===== src/design/cfla_pkg.sv =====
// Package with the shared types, constants and helper functions of the slot allocator.
package cfla_pkg;

  // Pool size and derived widths.
  localparam int SLOTS   = 32;
  localparam int SLOT_W  = $clog2(SLOTS);
  localparam int TOTAL_W = $clog2(SLOTS + 1);

  // Fixed widths of the request and result fields.
  localparam int IDX_W  = 5;
  localparam int STAT_W = 2;
  localparam int CNT_W  = 6;

  typedef logic [SLOT_W-1:0]  slot_t;
  typedef logic [TOTAL_W-1:0] total_t;

  typedef enum logic {
    ACT_ALLOC = 1'b0,
    ACT_FREE  = 1'b1
  } act_t;

  typedef enum logic [STAT_W-1:0] {
    STAT_DONE   = 2'd0,
    STAT_EMPTY  = 2'd1,
    STAT_REJECT = 2'd2
  } status_t;

  typedef enum logic [1:0] {
    ST_IDLE,
    ST_EXEC,
    ST_LINK2
  } state_t;

  // One write port on each link memory.
  typedef struct packed {
    logic  right_we;
    slot_t right_addr;
    slot_t right_data;
    logic  left_we;
    slot_t left_addr;
    slot_t left_data;
  } cfla_link_wr_t;

  // Finished result handed from the controller to the output register.
  typedef struct packed {
    logic             done;
    logic [IDX_W-1:0] granted;
    status_t          status;
    logic [CNT_W-1:0] count;
  } cfla_res_t;

  // Controller status seen by the top level.
  typedef struct packed {
    logic             idle;
    total_t           free_total;
    logic [SLOTS-1:0] in_use;
  } cfla_stat_t;

  // Reset value of the right link of a slot.
  function automatic slot_t next_slot(input slot_t i);
    slot_t res;
    if (32'(i) == SLOTS - 1) begin
      res = '0;
    end else begin
      res = i + slot_t'(1);
    end
    return res;
  endfunction

  // Reset value of the left link of a slot.
  function automatic slot_t prev_slot(input slot_t i);
    slot_t res;
    if (i == '0) begin
      res = slot_t'(SLOTS - 1);
    end else begin
      res = i - slot_t'(1);
    end
    return res;
  endfunction

endpackage


===== src/design/circular_free_list_allocator_unit.sv =====
// Top level of the circular free-list slot allocator.
//
// Requests arrive on in_valid/in_ready: in_action 0 allocates a slot, 1 returns
// in_slot_index to the pool. Every request gives exactly one result on
// out_valid/out_ready: the granted slot (0 unless an allocate succeeded), a
// status (done, pool empty, free rejected) and the free count after the request.
// Free slots sit in a circular doubly linked list kept in two link RAMs with a
// registered read; the head's links are read while the block waits.
// For an allocate, a rejected request or a free into an empty pool, the result
// is made in ST_EXEC and then registered; a free into a non-empty pool also passes
// ST_LINK2, because it rewrites two entries of each link RAM, one per cycle.
// One request is in flight at a time; the next is taken as the result leaves.
// After reset all slots are free, the ring runs 0,1,...,SLOTS-1 and the head is
// slot 0; untouched link entries read as that ring, so no clearing pass is run.
// If out_ready stays low, the result waits in the output register and no new
// request is accepted until it is taken.
module circular_free_list_allocator_unit import cfla_pkg::*; (
  input  logic             clk,
  input  logic             rst_n,
  input  logic             in_valid,
  output logic             in_ready,
  input  logic             in_action,
  input  logic [IDX_W-1:0] in_slot_index,
  output logic             out_valid,
  input  logic             out_ready,
  output logic [IDX_W-1:0] out_granted_slot,
  output logic [STAT_W-1:0] out_status,
  output logic [CNT_W-1:0] out_free_count
);

  slot_t         rd_addr;
  slot_t         rd_right;
  slot_t         rd_left;
  cfla_link_wr_t link_wr;
  cfla_res_t     res;
  cfla_stat_t    stat;
  logic          start;
  logic          out_valid_r, out_valid_nxt;
  logic [IDX_W-1:0] granted_r;
  status_t       status_r;
  logic [CNT_W-1:0] count_r;

  // Take a request only when idle and the output register is free or draining.
  assign in_ready = stat.idle && (!out_valid_r || out_ready);
  assign start    = in_valid && in_ready;

  cfla_ctrl u_ctrl (
    .clk           (clk),
    .rst_n         (rst_n),
    .start         (start),
    .in_action     (in_action),
    .in_slot_index (in_slot_index),
    .rd_right      (rd_right),
    .rd_left       (rd_left),
    .rd_addr       (rd_addr),
    .link_wr       (link_wr),
    .res           (res),
    .stat          (stat)
  );

  cfla_link_store u_links (
    .clk      (clk),
    .rst_n    (rst_n),
    .rd_addr  (rd_addr),
    .link_wr  (link_wr),
    .rd_right (rd_right),
    .rd_left  (rd_left)
  );

  // Output register valid.
  always_comb begin
    out_valid_nxt = out_valid_r;
    if (res.done) begin
      out_valid_nxt = 1'b1;
    end else if (out_ready) begin
      out_valid_nxt = 1'b0;
    end
  end

  always_ff @(posedge clk) begin
    if (!rst_n) begin
      out_valid_r <= 1'b0;
    end else begin
      out_valid_r <= out_valid_nxt;
    end
  end

  // Output register payload.
  always_ff @(posedge clk) begin
    if (res.done) begin
      granted_r <= res.granted;
      status_r  <= res.status;
      count_r   <= res.count;
    end
  end

  assign out_valid        = out_valid_r;
  assign out_granted_slot = granted_r;
  assign out_status       = status_r;
  assign out_free_count   = count_r;

  // Every slot is either free or in use.
  a_slot_balance: assert property (@(posedge clk) disable iff (!rst_n)
    ($countones(stat.in_use) + 32'(stat.free_total)) == SLOTS)
    else $error("free count and in-use bits disagree");

  // A result is never produced while the previous one still waits.
  a_no_overwrite: assert property (@(posedge clk) disable iff (!rst_n)
    res.done |-> (!out_valid_r || out_ready || $past(out_ready)))
    else $error("result produced over a pending result");

  // The block is busy in the cycle after it takes a request.
  a_busy_after_accept: assert property (@(posedge clk) disable iff (!rst_n)
    start |=> !in_ready)
    else $error("request accepted while a request is in flight");

  // Failed requests grant nothing, and an empty pool reports a zero count.
  a_fail_grant: assert property (@(posedge clk) disable iff (!rst_n)
    (out_valid && out_status != STAT_DONE) |-> (out_granted_slot == '0))
    else $error("slot granted on a failed request");

  a_empty_count: assert property (@(posedge clk) disable iff (!rst_n)
    (out_valid && out_status == STAT_EMPTY) |-> (out_free_count == '0))
    else $error("pool empty reported with free slots");

endmodule


===== src/design/cfla_ram.sv =====
// Generic single-port-write, single-port-read RAM with a registered read.
module cfla_ram #(
  parameter int WIDTH = 8,
  parameter int DEPTH = 32
) (
  input  logic                     clk,
  input  logic                     we,
  input  logic [$clog2(DEPTH)-1:0] waddr,
  input  logic [WIDTH-1:0]         wdata,
  input  logic [$clog2(DEPTH)-1:0] raddr,
  output logic [WIDTH-1:0]         rdata
);

  logic [WIDTH-1:0] mem [DEPTH];

  // Write port and registered read port.
  always_ff @(posedge clk) begin
    if (we) begin
      mem[waddr] <= wdata;
    end
    rdata <= mem[raddr];
  end

endmodule


===== src/design/cfla_link_store.sv =====
// Right and left link memories, with written flags that stand in for the reset ring.
module cfla_link_store import cfla_pkg::*; (
  input  logic          clk,
  input  logic          rst_n,
  input  slot_t         rd_addr,
  input  cfla_link_wr_t link_wr,
  output slot_t         rd_right,
  output slot_t         rd_left
);

  logic [SLOTS-1:0] right_vld_r, right_vld_nxt;
  logic [SLOTS-1:0] left_vld_r, left_vld_nxt;
  slot_t            rd_addr_r;
  slot_t            right_q;
  slot_t            left_q;

  cfla_ram #(.WIDTH(SLOT_W), .DEPTH(SLOTS)) u_right_ram (
    .clk   (clk),
    .we    (link_wr.right_we),
    .waddr (link_wr.right_addr),
    .wdata (link_wr.right_data),
    .raddr (rd_addr),
    .rdata (right_q)
  );

  cfla_ram #(.WIDTH(SLOT_W), .DEPTH(SLOTS)) u_left_ram (
    .clk   (clk),
    .we    (link_wr.left_we),
    .waddr (link_wr.left_addr),
    .wdata (link_wr.left_data),
    .raddr (rd_addr),
    .rdata (left_q)
  );

  // An entry counts as written from its first write on.
  always_comb begin
    right_vld_nxt = right_vld_r;
    left_vld_nxt  = left_vld_r;
    if (link_wr.right_we) begin
      right_vld_nxt[link_wr.right_addr] = 1'b1;
    end
    if (link_wr.left_we) begin
      left_vld_nxt[link_wr.left_addr] = 1'b1;
    end
  end

  always_ff @(posedge clk) begin
    if (!rst_n) begin
      right_vld_r <= '0;
      left_vld_r  <= '0;
    end else begin
      right_vld_r <= right_vld_nxt;
      left_vld_r  <= left_vld_nxt;
    end
  end

  // Read address follows the RAM's read register.
  always_ff @(posedge clk) begin
    rd_addr_r <= rd_addr;
  end

  // Unwritten entries read as the initial ring.
  assign rd_right = right_vld_r[rd_addr_r] ? right_q : next_slot(rd_addr_r);
  assign rd_left  = left_vld_r[rd_addr_r]  ? left_q  : prev_slot(rd_addr_r);

endmodule


===== src/design/cfla_ctrl.sv =====
// Sequencer that reads the head's links, rewrites the ring and keeps head, count and in-use bits.
module cfla_ctrl import cfla_pkg::*; (
  input  logic             clk,
  input  logic             rst_n,
  input  logic             start,
  input  logic             in_action,
  input  logic [IDX_W-1:0] in_slot_index,
  input  slot_t            rd_right,
  input  slot_t            rd_left,
  output slot_t            rd_addr,
  output cfla_link_wr_t    link_wr,
  output cfla_res_t        res,
  output cfla_stat_t       stat
);

  state_t           state_r, state_nxt;
  act_t             act_r;
  slot_t            idx_r;
  logic             oob_r;
  slot_t            head_r, head_nxt;
  total_t           total_r, total_nxt;
  logic [SLOTS-1:0] in_use_r, in_use_nxt;
  logic             reject;
  logic             pool_empty;

  assign pool_empty = (total_r == '0);
  assign reject     = oob_r || !in_use_r[idx_r];

  // Next state.
  always_comb begin
    state_nxt = state_r;
    case (state_r)
      ST_IDLE: begin
        if (start) begin
          state_nxt = ST_EXEC;
        end
      end
      ST_EXEC: begin
        if (act_r == ACT_FREE && !reject && !pool_empty) begin
          state_nxt = ST_LINK2;
        end else begin
          state_nxt = ST_IDLE;
        end
      end
      ST_LINK2: begin
        state_nxt = ST_IDLE;
      end
      default: begin
        state_nxt = ST_IDLE;
      end
    endcase
  end

  // Memory writes, result and bookkeeping updates.
  always_comb begin
    link_wr     = '0;
    res         = '0;
    res.status  = STAT_DONE;
    head_nxt    = head_r;
    total_nxt   = total_r;
    in_use_nxt  = in_use_r;
    case (state_r)
      ST_EXEC: begin
        if (act_r == ACT_ALLOC) begin
          if (pool_empty) begin
            res.done   = 1'b1;
            res.status = STAT_EMPTY;
          end else begin
            // Unlink the head: left[r] = l, right[l] = r.
            link_wr.left_we    = 1'b1;
            link_wr.left_addr  = rd_right;
            link_wr.left_data  = rd_left;
            link_wr.right_we   = 1'b1;
            link_wr.right_addr = rd_left;
            link_wr.right_data = rd_right;
            head_nxt           = rd_right;
            total_nxt          = total_r - total_t'(1);
            in_use_nxt[head_r] = 1'b1;
            res.done           = 1'b1;
            res.granted        = IDX_W'(head_r);
          end
        end else if (reject) begin
          res.done   = 1'b1;
          res.status = STAT_REJECT;
        end else if (pool_empty) begin
          // Rebuild a one-element ring.
          link_wr.right_we   = 1'b1;
          link_wr.right_addr = idx_r;
          link_wr.right_data = idx_r;
          link_wr.left_we    = 1'b1;
          link_wr.left_addr  = idx_r;
          link_wr.left_data  = idx_r;
          head_nxt           = idx_r;
          total_nxt          = total_r + total_t'(1);
          in_use_nxt[idx_r]  = 1'b0;
          res.done           = 1'b1;
        end else begin
          // First half of the insert: right[idx] = r, left[r] = idx.
          link_wr.right_we   = 1'b1;
          link_wr.right_addr = idx_r;
          link_wr.right_data = rd_right;
          link_wr.left_we    = 1'b1;
          link_wr.left_addr  = rd_right;
          link_wr.left_data  = idx_r;
        end
      end
      ST_LINK2: begin
        // Second half of the insert: right[h] = idx, left[idx] = h.
        link_wr.right_we   = 1'b1;
        link_wr.right_addr = head_r;
        link_wr.right_data = idx_r;
        link_wr.left_we    = 1'b1;
        link_wr.left_addr  = idx_r;
        link_wr.left_data  = head_r;
        head_nxt           = idx_r;
        total_nxt          = total_r + total_t'(1);
        in_use_nxt[idx_r]  = 1'b0;
        res.done           = 1'b1;
      end
      default: begin
      end
    endcase
    res.count = CNT_W'(total_nxt);
  end

  // The head's links are read while waiting, so they are ready on the first work cycle.
  assign rd_addr = head_r;

  assign stat.idle       = (state_r == ST_IDLE);
  assign stat.free_total = total_r;
  assign stat.in_use     = in_use_r;

  // Control state.
  always_ff @(posedge clk) begin
    if (!rst_n) begin
      state_r  <= ST_IDLE;
      head_r   <= '0;
      total_r  <= total_t'(SLOTS);
      in_use_r <= '0;
    end else begin
      state_r  <= state_nxt;
      head_r   <= head_nxt;
      total_r  <= total_nxt;
      in_use_r <= in_use_nxt;
    end
  end

  // Captured request.
  always_ff @(posedge clk) begin
    if (start) begin
      act_r <= act_t'(in_action);
      idx_r <= slot_t'(in_slot_index);
      oob_r <= (32'(in_slot_index) >= SLOTS);
    end
  end

endmodule


===== config.mk =====
export PLATFORM = sky130hd
export DESIGN_NAME = circular_free_list_allocator_unit
export DESIGN_NICKNAME = d
export VERILOG_FILES = /design/src/design/cfla_pkg.sv /design/src/design/circular_free_list_allocator_unit.sv /design/src/design/cfla_ram.sv /design/src/design/cfla_link_store.sv /design/src/design/cfla_ctrl.sv
export SDC_FILE = /design/constraint.sdc
export NUM_CORES = 1
export LEC_CHECK = 0
export BUFFER_PORTS_ARGS = -buffer_cell sky130_fd_sc_hd__buf_2
export CAP_MARGIN = 20
export CORE_ASPECT_RATIO = 1.25
export CORE_MARGIN = 2
export CORE_UTILIZATION = 30
export DETAILED_ROUTE_END_ITERATION = 8
export PLACE_DENSITY = 0.54
export SLEW_MARGIN = 20
export SYNTH_ARGS = -nofsm -noshare
export SYNTH_HDL_FRONTEND = slang
export SYNTH_SLANG_ARGS = --single-unit
export TNS_END_PERCENT = 100

===== constraint.sdc =====
create_clock -name clk -period 9.3 [get_ports clk]
set_input_delay 0.93 -clock clk [delete_from_list [all_inputs] [get_ports clk]]
set_output_delay 0.93 -clock clk [all_outputs]
set_load 0.03 [all_outputs]

# Word-level counts from Yosys, hierarchy flattened
# Memories as Yosys holds them, arrays and structs flattened. A register that Yosys moved wholly into a read port is not among the register bits.
# Index checks and enable logic that the tools add are counted.
# totals
output_inout_bits,15
mem_bits_rw,320
memories,2
reg_bits,134
in_bits,10
# memory_table
memory,words,word_bits,read_ports,rd_ports_with_merged_regs,write_ports,line,rtl
u_links.u_left_ram.mem,32,5,1,1,1,cfla_ram.sv:14,logic [WIDTH-1:0] mem [DEPTH];
u_links.u_right_ram.mem,32,5,1,1,1,cfla_ram.sv:14,
# op_classes
bitwise,6
magnitude_cmp,9
addsub,4
n_mux,54
eq_ne,7
reduce_logical,19
# ops
cell,count
$mux W32,4
$or A32 B32 Y32,3
$mux W22,3
$pmux W32 S2,1
$pmux W22 S2,1
$mux W5,8
$and A32 B32 Y32,1
$not A32 Y32,1
$lt A5 B6 Y1 const B,5
$mux W6,4
$demux W1 S5,4
$ge A5 B1 Y1 const B,4
$mux W1,17
$mux W16,1
$bmux W1 S5,3
$pmux W6 S2,1
$pmux W5 S2,1
$logic_and A1 B1 Y1,8
$mux W2,4
$add A6 B1 Y6 const B,1
$logic_not A6 Y1,1
$ne A3 B3 Y1 const B,2
$sub A6 B1 Y6 const B,1
$add A5 B1 Y5 const B,1
other kinds (16),19

# Longest topological paths before layout
# Gate-level depths: netlist of the first run.
# logic_depth
word_depth,12
depth_mapped,14

# Modules after synthesis
# From an unflattened synthesis of the first run, not the netlist that was laid out.
# unflattened
cells_unflattened,1355
area_unflattened_um2,19956.6
# modules_own_cells
mod,instances,area_each_um2,cells_each,seq_area_each_um2
cfla_ram,2,6344.8,277,4904.7
cfla_ctrl,1,3574.7,445,1081.0
cfla_link_store,1,3244.4,337,1381.3
circular_free_list_allocator_unit,1,447.9,19,410.4

# Least setup slack after synthesis of the first run
# No wires, ideal clock.
# synth_path
path_type,reg2reg
from,register u_ctrl.idx_r[4]
to,"memory u_links.u_left_ram.mem[29][0] (netlist bit), enable pin"
setup_ps,344
t_required_ps,8956
t_arrival_ps,3698
path_stages_with_launch,13
setup_slack_ps,5257
path_cell_list,edfxtp_1 buf_4 or2_2 buf_2 o22ai_1 mux4_2 a31o_2 buf_6 a31o_2 nand2_1 o22ai_1 o211ai_1 nor2_1
# synth_between
elab_chain_cells,7
# synth_lines
element,line,rtl
"start, declared",cfla_ctrl.sv:18,slot_t idx_r;
"start signal, assigned",cfla_ctrl.sv:152,idx_r <= slot_t'(in_slot_index);
$bmux W1 S5,cfla_ctrl.sv:27,assign reject = oob_r || !in_use_r[idx_r];
$mux W1 (implied by the code),cfla_ctrl.sv:27,
$mux W22,cfla_ctrl.sv:82,end else if (reject) begin
$mux W22,cfla_ctrl.sv:64,if (act_r == ACT_ALLOC) begin
$pmux W22 S2 *,cfla_ctrl.sv:62,case (state_r)
$mux W1,cfla_ram.sv:18,if (we) begin
$mux W1 (implied by the code),cfla_ram.sv:19,mem[waddr] <= wdata;
"end, declared",cfla_ram.sv:14,
# Mark *: on every way between the ends. The rest lies on a longest branch, timed or not. The select of a mux whose other input is x is not followed.

==> flow_metrics.py, run 1 <==
metrics = {
    "synth": {
        "yosysWarnings": 0,
        "synth.area.top_cells": "edfxtp_1 53%, dfxtp_1 13%, mux4_2 11%",
        "synth_ff_type": "edfxtp_1",
        "ys_seq_area_frac": 0.657,
        "yosysTopAreaCell": "edfxtp_1",
        "yosys-top-cells-count": "339 x edfxtp_1, 125 x dfxtp_1, 111 x nor2_1",
        "synth_area_um2": 19300,
        "async_reset_ff_frac": 0,
        "synth.avg_cell_area_um2": 14.3,
        "synth_cell_types": 71,
        "synth_mux_area_frac": 0.132,
        "synth_top_family_by_area": "multiplexers",
        "synth_fa_ha_area_frac": 0.00519,
        "synth_edf_count": 339,
        "ys_seq_elements": 464,
        "synth_nets": 1372,
        "synth_xor_area_frac": 0.00136,
        "synth_top_area_frac": 0.527,
        "synth_compound_area_frac": 0.0887,
        "syn_inst": 1354,
        "yosys.cell_count.top_type": "edfxtp_1",
        "synth_simple_gate_area_frac": 0.0900,
    },
    "die": {
        "die_x_um": 231,
        "row_count": 104,
        "coreArea_um2": 64000,
        "die_y_um": 288,
        "ios": 25,
        "initial_core_util": 0.302,
        "dieArea_um2": 66400,
    },
    "pwr": {
        "pwr-share-comb": 0.077,
        "ir_drop_v": 0.000139,
        "p_sw_frac": 0.241,
        "seq_power_share": 0.507,
        "p_switching_uw": 1080,
        "leakagePower_uw": 0.00676,
        "p_int_uw": 3420,
        "p_per_area_nw_per_um2": 206,
        "clockPowerShare": 0.416,
    },
    "clock_tree": {
        "cts_root_buf": "clkbuf_16",
        "ctsHoldBuffers": 0,
        "cts_inserted_buffers": 47,
        "cts_tree": "done",
        "clkLatencyLatePin_ns": 0.58,
        "cts_sinks": 464,
        "htreeDepth": 2,
        "path_clk_slew_ns": 0.06,
        "cts_resized": 0,
        "post_cts_buffers": 0,
        "cts.path.max_buffers": 3,
    },
    "critical_path": {
        "crit_slowest_cell": "dfxtp_1",
        "critPathLaunchType": "flip-flop",
        "cp_max_fo": 35,
        "worstSetupStartpoint": "u_links.rd_addr_r[2]",
        "cp-end-kind": "flip-flop",
        "crit_arrival_ns": 4.81,
        "crit_type": "reg -> reg",
        "crit_path_cell_trace": "mux4_2, mux2i_1, mux4_2, mux2i_1, a311o_1, and2_1, buf_4, nand2b_1, nor2_1",
        "worst_ep_required_time_ns": 9.51,
        "reg2reg_from": "u_links.rd_addr_r[2]",
        "critPathMaxStageDelay_ns": 1.00,
    },
    "timing": {
        "post-route-min-period_ns": 4.60,
        "fin_crit_sh": 0.495,
        "fin_skew_ns": 0.0199,
        "finalMaxSlewViolations": 0,
        "worstMarginPinSlew_ns": 1.04,
        "finalSetupViolCount": 0,
        "fmax_mhz": 217,
        "setup_tns_ns": 0,
        "final_hold_viol_count": 0,
        "rsz0062_at_grt": "false",
        "slew_headroom": 0.305,
    },
    "hold_path": {
        "holdCritStartpoint": "u_links.left_vld_r[18]",
        "min_path_type": "reg -> reg",
    },
    "routing": {
        "detail-route-antenna-nets": 0,
        "avgViaCountPerCell": 5.18,
        "drt-wirelength-per-cell_um": 21.8,
        "wirelength_um": 48800,
        "drc_errors": 0,
        "drtIter0Drc": 1227,
        "drt_pass1_iterations": 5,
        "vias": 11609,
    },
    "status": {
        "outcome": "finished clean",
    },
    "place": {
        "dp_cells": 2153,
        "hpwl_um": 31800,
        "place_congestion": 0.860,
        "portBuffers": 24,
    },
    "finish": {
        "layout.cells.non_filler": 2241,
        "n_antenna_cell": 0,
        "nets": 1373,
        "syn_to_final_growth_pct": 13.0,
        "post_route_cells_drive_above_1_share": 0.173,
    },
    "job": {
        "maxCapViolCount": 0,
    },
    "grt": {
        "grt_pass1_wl_um": 74200,
        "antenna_found_initial": 0,
        "grt_pass1_vias": 11773,
        "overflow": 0,
        "globalRouteTotalUtil": 0.146,
        "grt_start_max_net_pins": 73,
    },
}
per-layer routing:
layer	vias to the layer above	routed length, µm	track usage	part of all wire
met5	-	0	0	0
met4	0	1460	0.0510	0.030
met3	71	1980	0.0157	0.041
met2	324	24800	0.256	0.51
met1	5954	20500	0.187	0.42
li1	5260	-	-	-
metrics by stage:
step / instance area [µm²] / total power, µW / util / setup WS [ns] / hold WS, ns
floorplan: 19300 / 2550 / - / 5.26 / 0.329
global placement: 20300 / 2670 / 0.316 / 4.80 / 0.433
detailed placement: 20300 / 2670 / 0.317 / 4.70 / 0.442
CTS: 21800 / 4540 / 0.340 / 4.68 / 0.451
global route: 21800 / 4640 / 0.341 / 4.42 / 0.480
finish: 21800 / 4500 / 0.341 / 4.70 / 0.448
critical path: cells and delay by family (launching register included):
kind	cells	cell delay (ns)
AO/OA/AOI/OAI	1	0.16
AND/OR/NAND/NOR	3	1.19
multiplexers	4	1.50
flip-flops	1	1.00
buffers and inverters	1	0.35
sequential cells by signal, indices dropped and copies added, names as in the netlist, 2 cells and up:
register	flops
out_free_count	6
out_granted_slot	5
out_status	2
u_ctrl.idx_r	5
u_ctrl.in_use_r	32
u_ctrl.rd_addr	5
u_ctrl.state_r	2
u_ctrl.total_r	6
u_links.left_vld_r	32
u_links.rd_addr_r	5
u_links.right_vld_r	32
u_links.u_left_ram.mem	160
u_links.u_left_ram.rdata	5
u_links.u_right_ram.mem	160
u_links.u_right_ram.rdata	5
logic make-up (layout without fill, tap and decap cells):
group / Yosys count / after routing
XOR/XNOR: 3 / 3
adder cells (fa/ha/maj): 8 / 8
AND/OR/NAND/NOR: 364 / 364
multiplexers: 140 / 140
AO/OA/AOI/OAI: 264 / 264
flip-flops: 464 / 464
buffers and inverters: 111 / 150
power by group through the flow:
stage          clock, µW  sequential (µW)  combinational, µW
2_1_floorplan          0             2290                263
3_3_place_gp           0             2330                341
3_5_place_dp           0             2330                344
4_1_cts             1910             2280                346
5_1_grt             1980             2290                371
6_report            1870             2280                344
worst paths after layout:
kind,to,slack [ns],cells past startpoint
hold / removal,u_links.left_vld_r[18],0.45,2
hold reg to reg,u_links.left_vld_r[18],0.45,2
setup / recovery,u_links.u_right_ram.mem[2][3],4.70,9
setup reg to reg,u_links.u_right_ram.mem[2][3],4.70,9
cells in the final DEF, fill, tap and decap left out, types with 20 or more instances in the layout:
| cell type | netlist | final |
|---|---|---|
| a21oi_1 | 34 | 34 |
| buf_2 | 12 | 23 |
| dfxtp_1 | 125 | 123 |
| mux4_2 | 91 | 91 |
| nand2_1 | 108 | 108 |
| mux2i_1 | 42 | 42 |
| o21ai_0 | 69 | 68 |
| clkbuf_16 | 0 | 47 |
| nand3_1 | 27 | 27 |
| nor2_1 | 111 | 107 |
| edfxtp_1 | 339 | 339 |
| a22oi_1 | 45 | 45 |
| buf_4 | 6 | 20 |
| o21a_1 | 21 | 21 |
layout make-up:
| type | count | area, µm² |
|---|---|---|
| Clock buffer | 59 | 1250 |
| Timing Repair Buffer | 44 | 293 |
| Inverter | 19 | 71.3 |
| Multi-Input combinational cell | 779 | 6180 |
| Clock inverter | 28 | 275 |
| Sequential cell | 464 | 12700 |
| Fill cell | 6177 | 42200 |
| Tap cell | 848 | 1060 |
Power figures use the tool's default switching activity.
==> inputs of run 2 (changes only) <==
- PLACE_DENSITY: 0.54 -> 0.55
- clock period: 9.3 -> 3.8 ns (I/O delays scaled with it)
==> run 2 against run 1 <==
Net effect:
- register-to-register slack worse by 4.6 ns
- fmax is 25% higher
- hold slack got worse by 0.35 ns
- non-clock buffer count up 81
- routed wire length is 1.9% higher
- power grew 150%
- cell area rose by 3.5%
- setup slack worse by 4.6 ns
- combinational power rose to 2.8 times the previous value
- flip-flop and latch count unchanged
- clock skew rose by 0.0051 ns
- critical endpoint is now u_links.u_right_ram.mem[27][0]
- largest cell class unchanged
- largest power group unchanged
- highest routed layer unchanged
==> flow_metrics.py, run 2 (synthesis results as in run 1) <==
metrics = {
    "hold_path": {
        "holdCritStartpoint": "out_ready",
        "min_path_type": "in -> reg",
    },
    "routing": {
        "detail-route-antenna-nets": 0,
        "wirelength_um": 49800,
        "drtIter0Drc": 1192,
        "drt_pass1_iterations": 5,
        "drt-wirelength-per-cell_um": 21.5,
        "avgViaCountPerCell": 5.09,
        "vias": 11805,
        "drc_errors": 0,
    },
    "die": {
        "row_count": 104,
        "initial_core_util": 0.302,
        "dieArea_um2": 66400,
        "die_x_um": 231,
        "ios": 25,
        "die_y_um": 288,
        "coreArea_um2": 64000,
    },
    "timing": {
        "finalMaxSlewViolations": 0,
        "fin_crit_sh": 0.966,
        "fin_skew_ns": 0.0251,
        "worstMarginPinSlew_ns": 0.964,
        "rsz0062_at_grt": "true",
        "setup_tns_ns": 0,
        "fmax_mhz": 273,
        "worst_slack_ns": 0.131,
        "finalSetupViolCount": 0,
        "final_hold_viol_count": 0,
        "slew_headroom": 0.351,
        "post-route-min-period_ns": 3.67,
    },
    "pwr": {
        "ir_drop_v": 0.000332,
        "leakagePower_uw": 0.00719,
        "p_per_area_nw_per_um2": 491,
        "finalPower_uw": 11100,
    },
    "clock_tree": {
        "htreeDepth": 2,
        "cts.path.max_buffers": 3,
        "clkLatencyLatePin_ns": 0.58,
        "path_clk_slew_ns": 0.07,
        "cts_sinks": 464,
        "cts_inserted_buffers": 45,
        "cts_tree": "done",
        "cts_root_buf": "clkbuf_16",
    },
    "critical_path": {
        "worstSetupStartpoint": "u_links.rd_addr_r[2]",
        "cp-end-kind": "flip-flop",
        "critPathLaunchType": "flip-flop",
        "cp_max_fo": 6,
        "ff2ff_setup_slack_ns": 0.13,
        "rr_worst_depth": 8,
        "reg2reg_from": "u_links.rd_addr_r[2]",
        "r2r-end": "u_links.u_right_ram.mem[27][0]",
        "crit_path_end": "u_links.u_right_ram.mem[27][0]",
        "crit_type": "reg -> reg",
        "worst_ep_required_time_ns": 4.01,
        "crit_arrival_ns": 3.88,
    },
    "job": {
        "maxCapViolCount": 0,
    },
    "grt": {
        "antenna_found_initial": 0,
        "globalRouteTotalUtil": 0.148,
        "grt_start_max_net_pins": 88,
        "grt_pass1_vias": 11890,
        "overflow": 0,
        "grt_pass1_wl_um": 75500,
    },
    "finish": {
        "ff_latch_area_um2": 12700,
        "layout_common_cells": "339 x edfxtp_1, 123 x dfxtp_1, 108 x nand2_1, 91 x mux4_2, 90 x buf_4",
        "finalInstanceArea_um2": 22600,
        "syn_to_final_growth_pct": 17.0,
        "n_antenna_cell": 0,
        "fillers": 6130,
        "multi_input_area_um2": 6280,
        "final_common_cell": "edfxtp_1",
        "post_route_cells_drive_above_1_share": 0.233,
        "top_regs": "u_links.u_left_ram.mem: 160 flops, u_links.u_right_ram.mem: 160 flops",
        "nets": 1452,
    },
    "status": {
        "outcome": "finished clean",
    },
    "place": {
        "portBuffers": 24,
        "place_area_um2": 20900,
        "hpwl_um": 33200,
        "place_congestion": 0.884,
        "place_ws_ns": -0.0487,
    },
}
[run 2: cell types whose count changed in the layout (fill, tap and decap cells not counted), sizes merged]
| cell | previous run | this run |
|---|---|---|
| inv | 21 | 19 |
| clkinvlp | 5 | 1 |
| buf | 44 | 119 |
| clkinv | 18 | 16 |
| clkbuf | 59 | 62 |
| bufinv | 3 | 4 |
| dlygate4sd3 | 0 | 6 |
[run 2: what timing repair did]
item,4_1_cts,5_1_grt
endpoints found under the setup margin,25,222
endpoints found under the hold margin,6,0
resized for setup,2,33
pin swaps,0,0
hold buffers,6,0
setup buffers,0,0
[run 2: power by group]
part	total [µW]	internal (µW)	switching, µW
sequential	5540	5460	78.6
combinational	970	384	586
clock	4570	2630	1940
[run 2: metrics by stage]
stage | hold WS [ns] | instances | util
2_1_floorplan | 0.329 | 1354 | -
3_3_place_gp | 0.434 | 2229 | 0.326
3_5_place_dp | 0.443 | 2229 | 0.326
4_1_cts | 0.0796 | 2318 | 0.351
5_1_grt | 0.105 | 2318 | 0.353
6_report | 0.0962 | 2318 | 0.353
[run 2: per-layer routing]
layer / up-vias / GRT usage / wire length (µm)
li1: 5411 / - / -
met1: 5983 / 0.190 / 21400
met2: 327 / 0.258 / 24900
met3: 84 / 0.0149 / 1840
met4: 0 / 0.0566 / 1660
met5: - / 0 / 0
[run 2: critical path: stages (launching register included)]
cell and delay (ns):
dfxtp_1 0.53, mux4_2 0.56, mux2i_1 0.27, mux4_2 0.36, nor2_1 0.06, or3_1 0.40, a21o_1 0.23, or3_1 0.45
nor2_1 0.45
[run 2: worst min-delay path by stage]
stage	end	slack [ns]	depth (start not counted)
final	out_valid	0.1	3
after global routing	out_valid	0.10	3
after CTS	out_valid	0.08	3
after detailed placement	u_links.right_vld_r[13]	0.44	2
after global placement	u_links.left_vld_r[30]	0.43	2
after floorplan	u_links.rd_addr_r[0]	0.33	0
[run 2: cell type report]
class / instances / share of cell area
Clock inverter: 21 / 0.0117
Inverter: 19 / 0.00316
Multi-Input combinational cell: 779 / 0.278
Timing Repair Buffer: 125 / 0.0430
Clock buffer: 62 / 0.0558
Tap cell: 848 / 0.0470
Sequential cell: 464 / 0.562
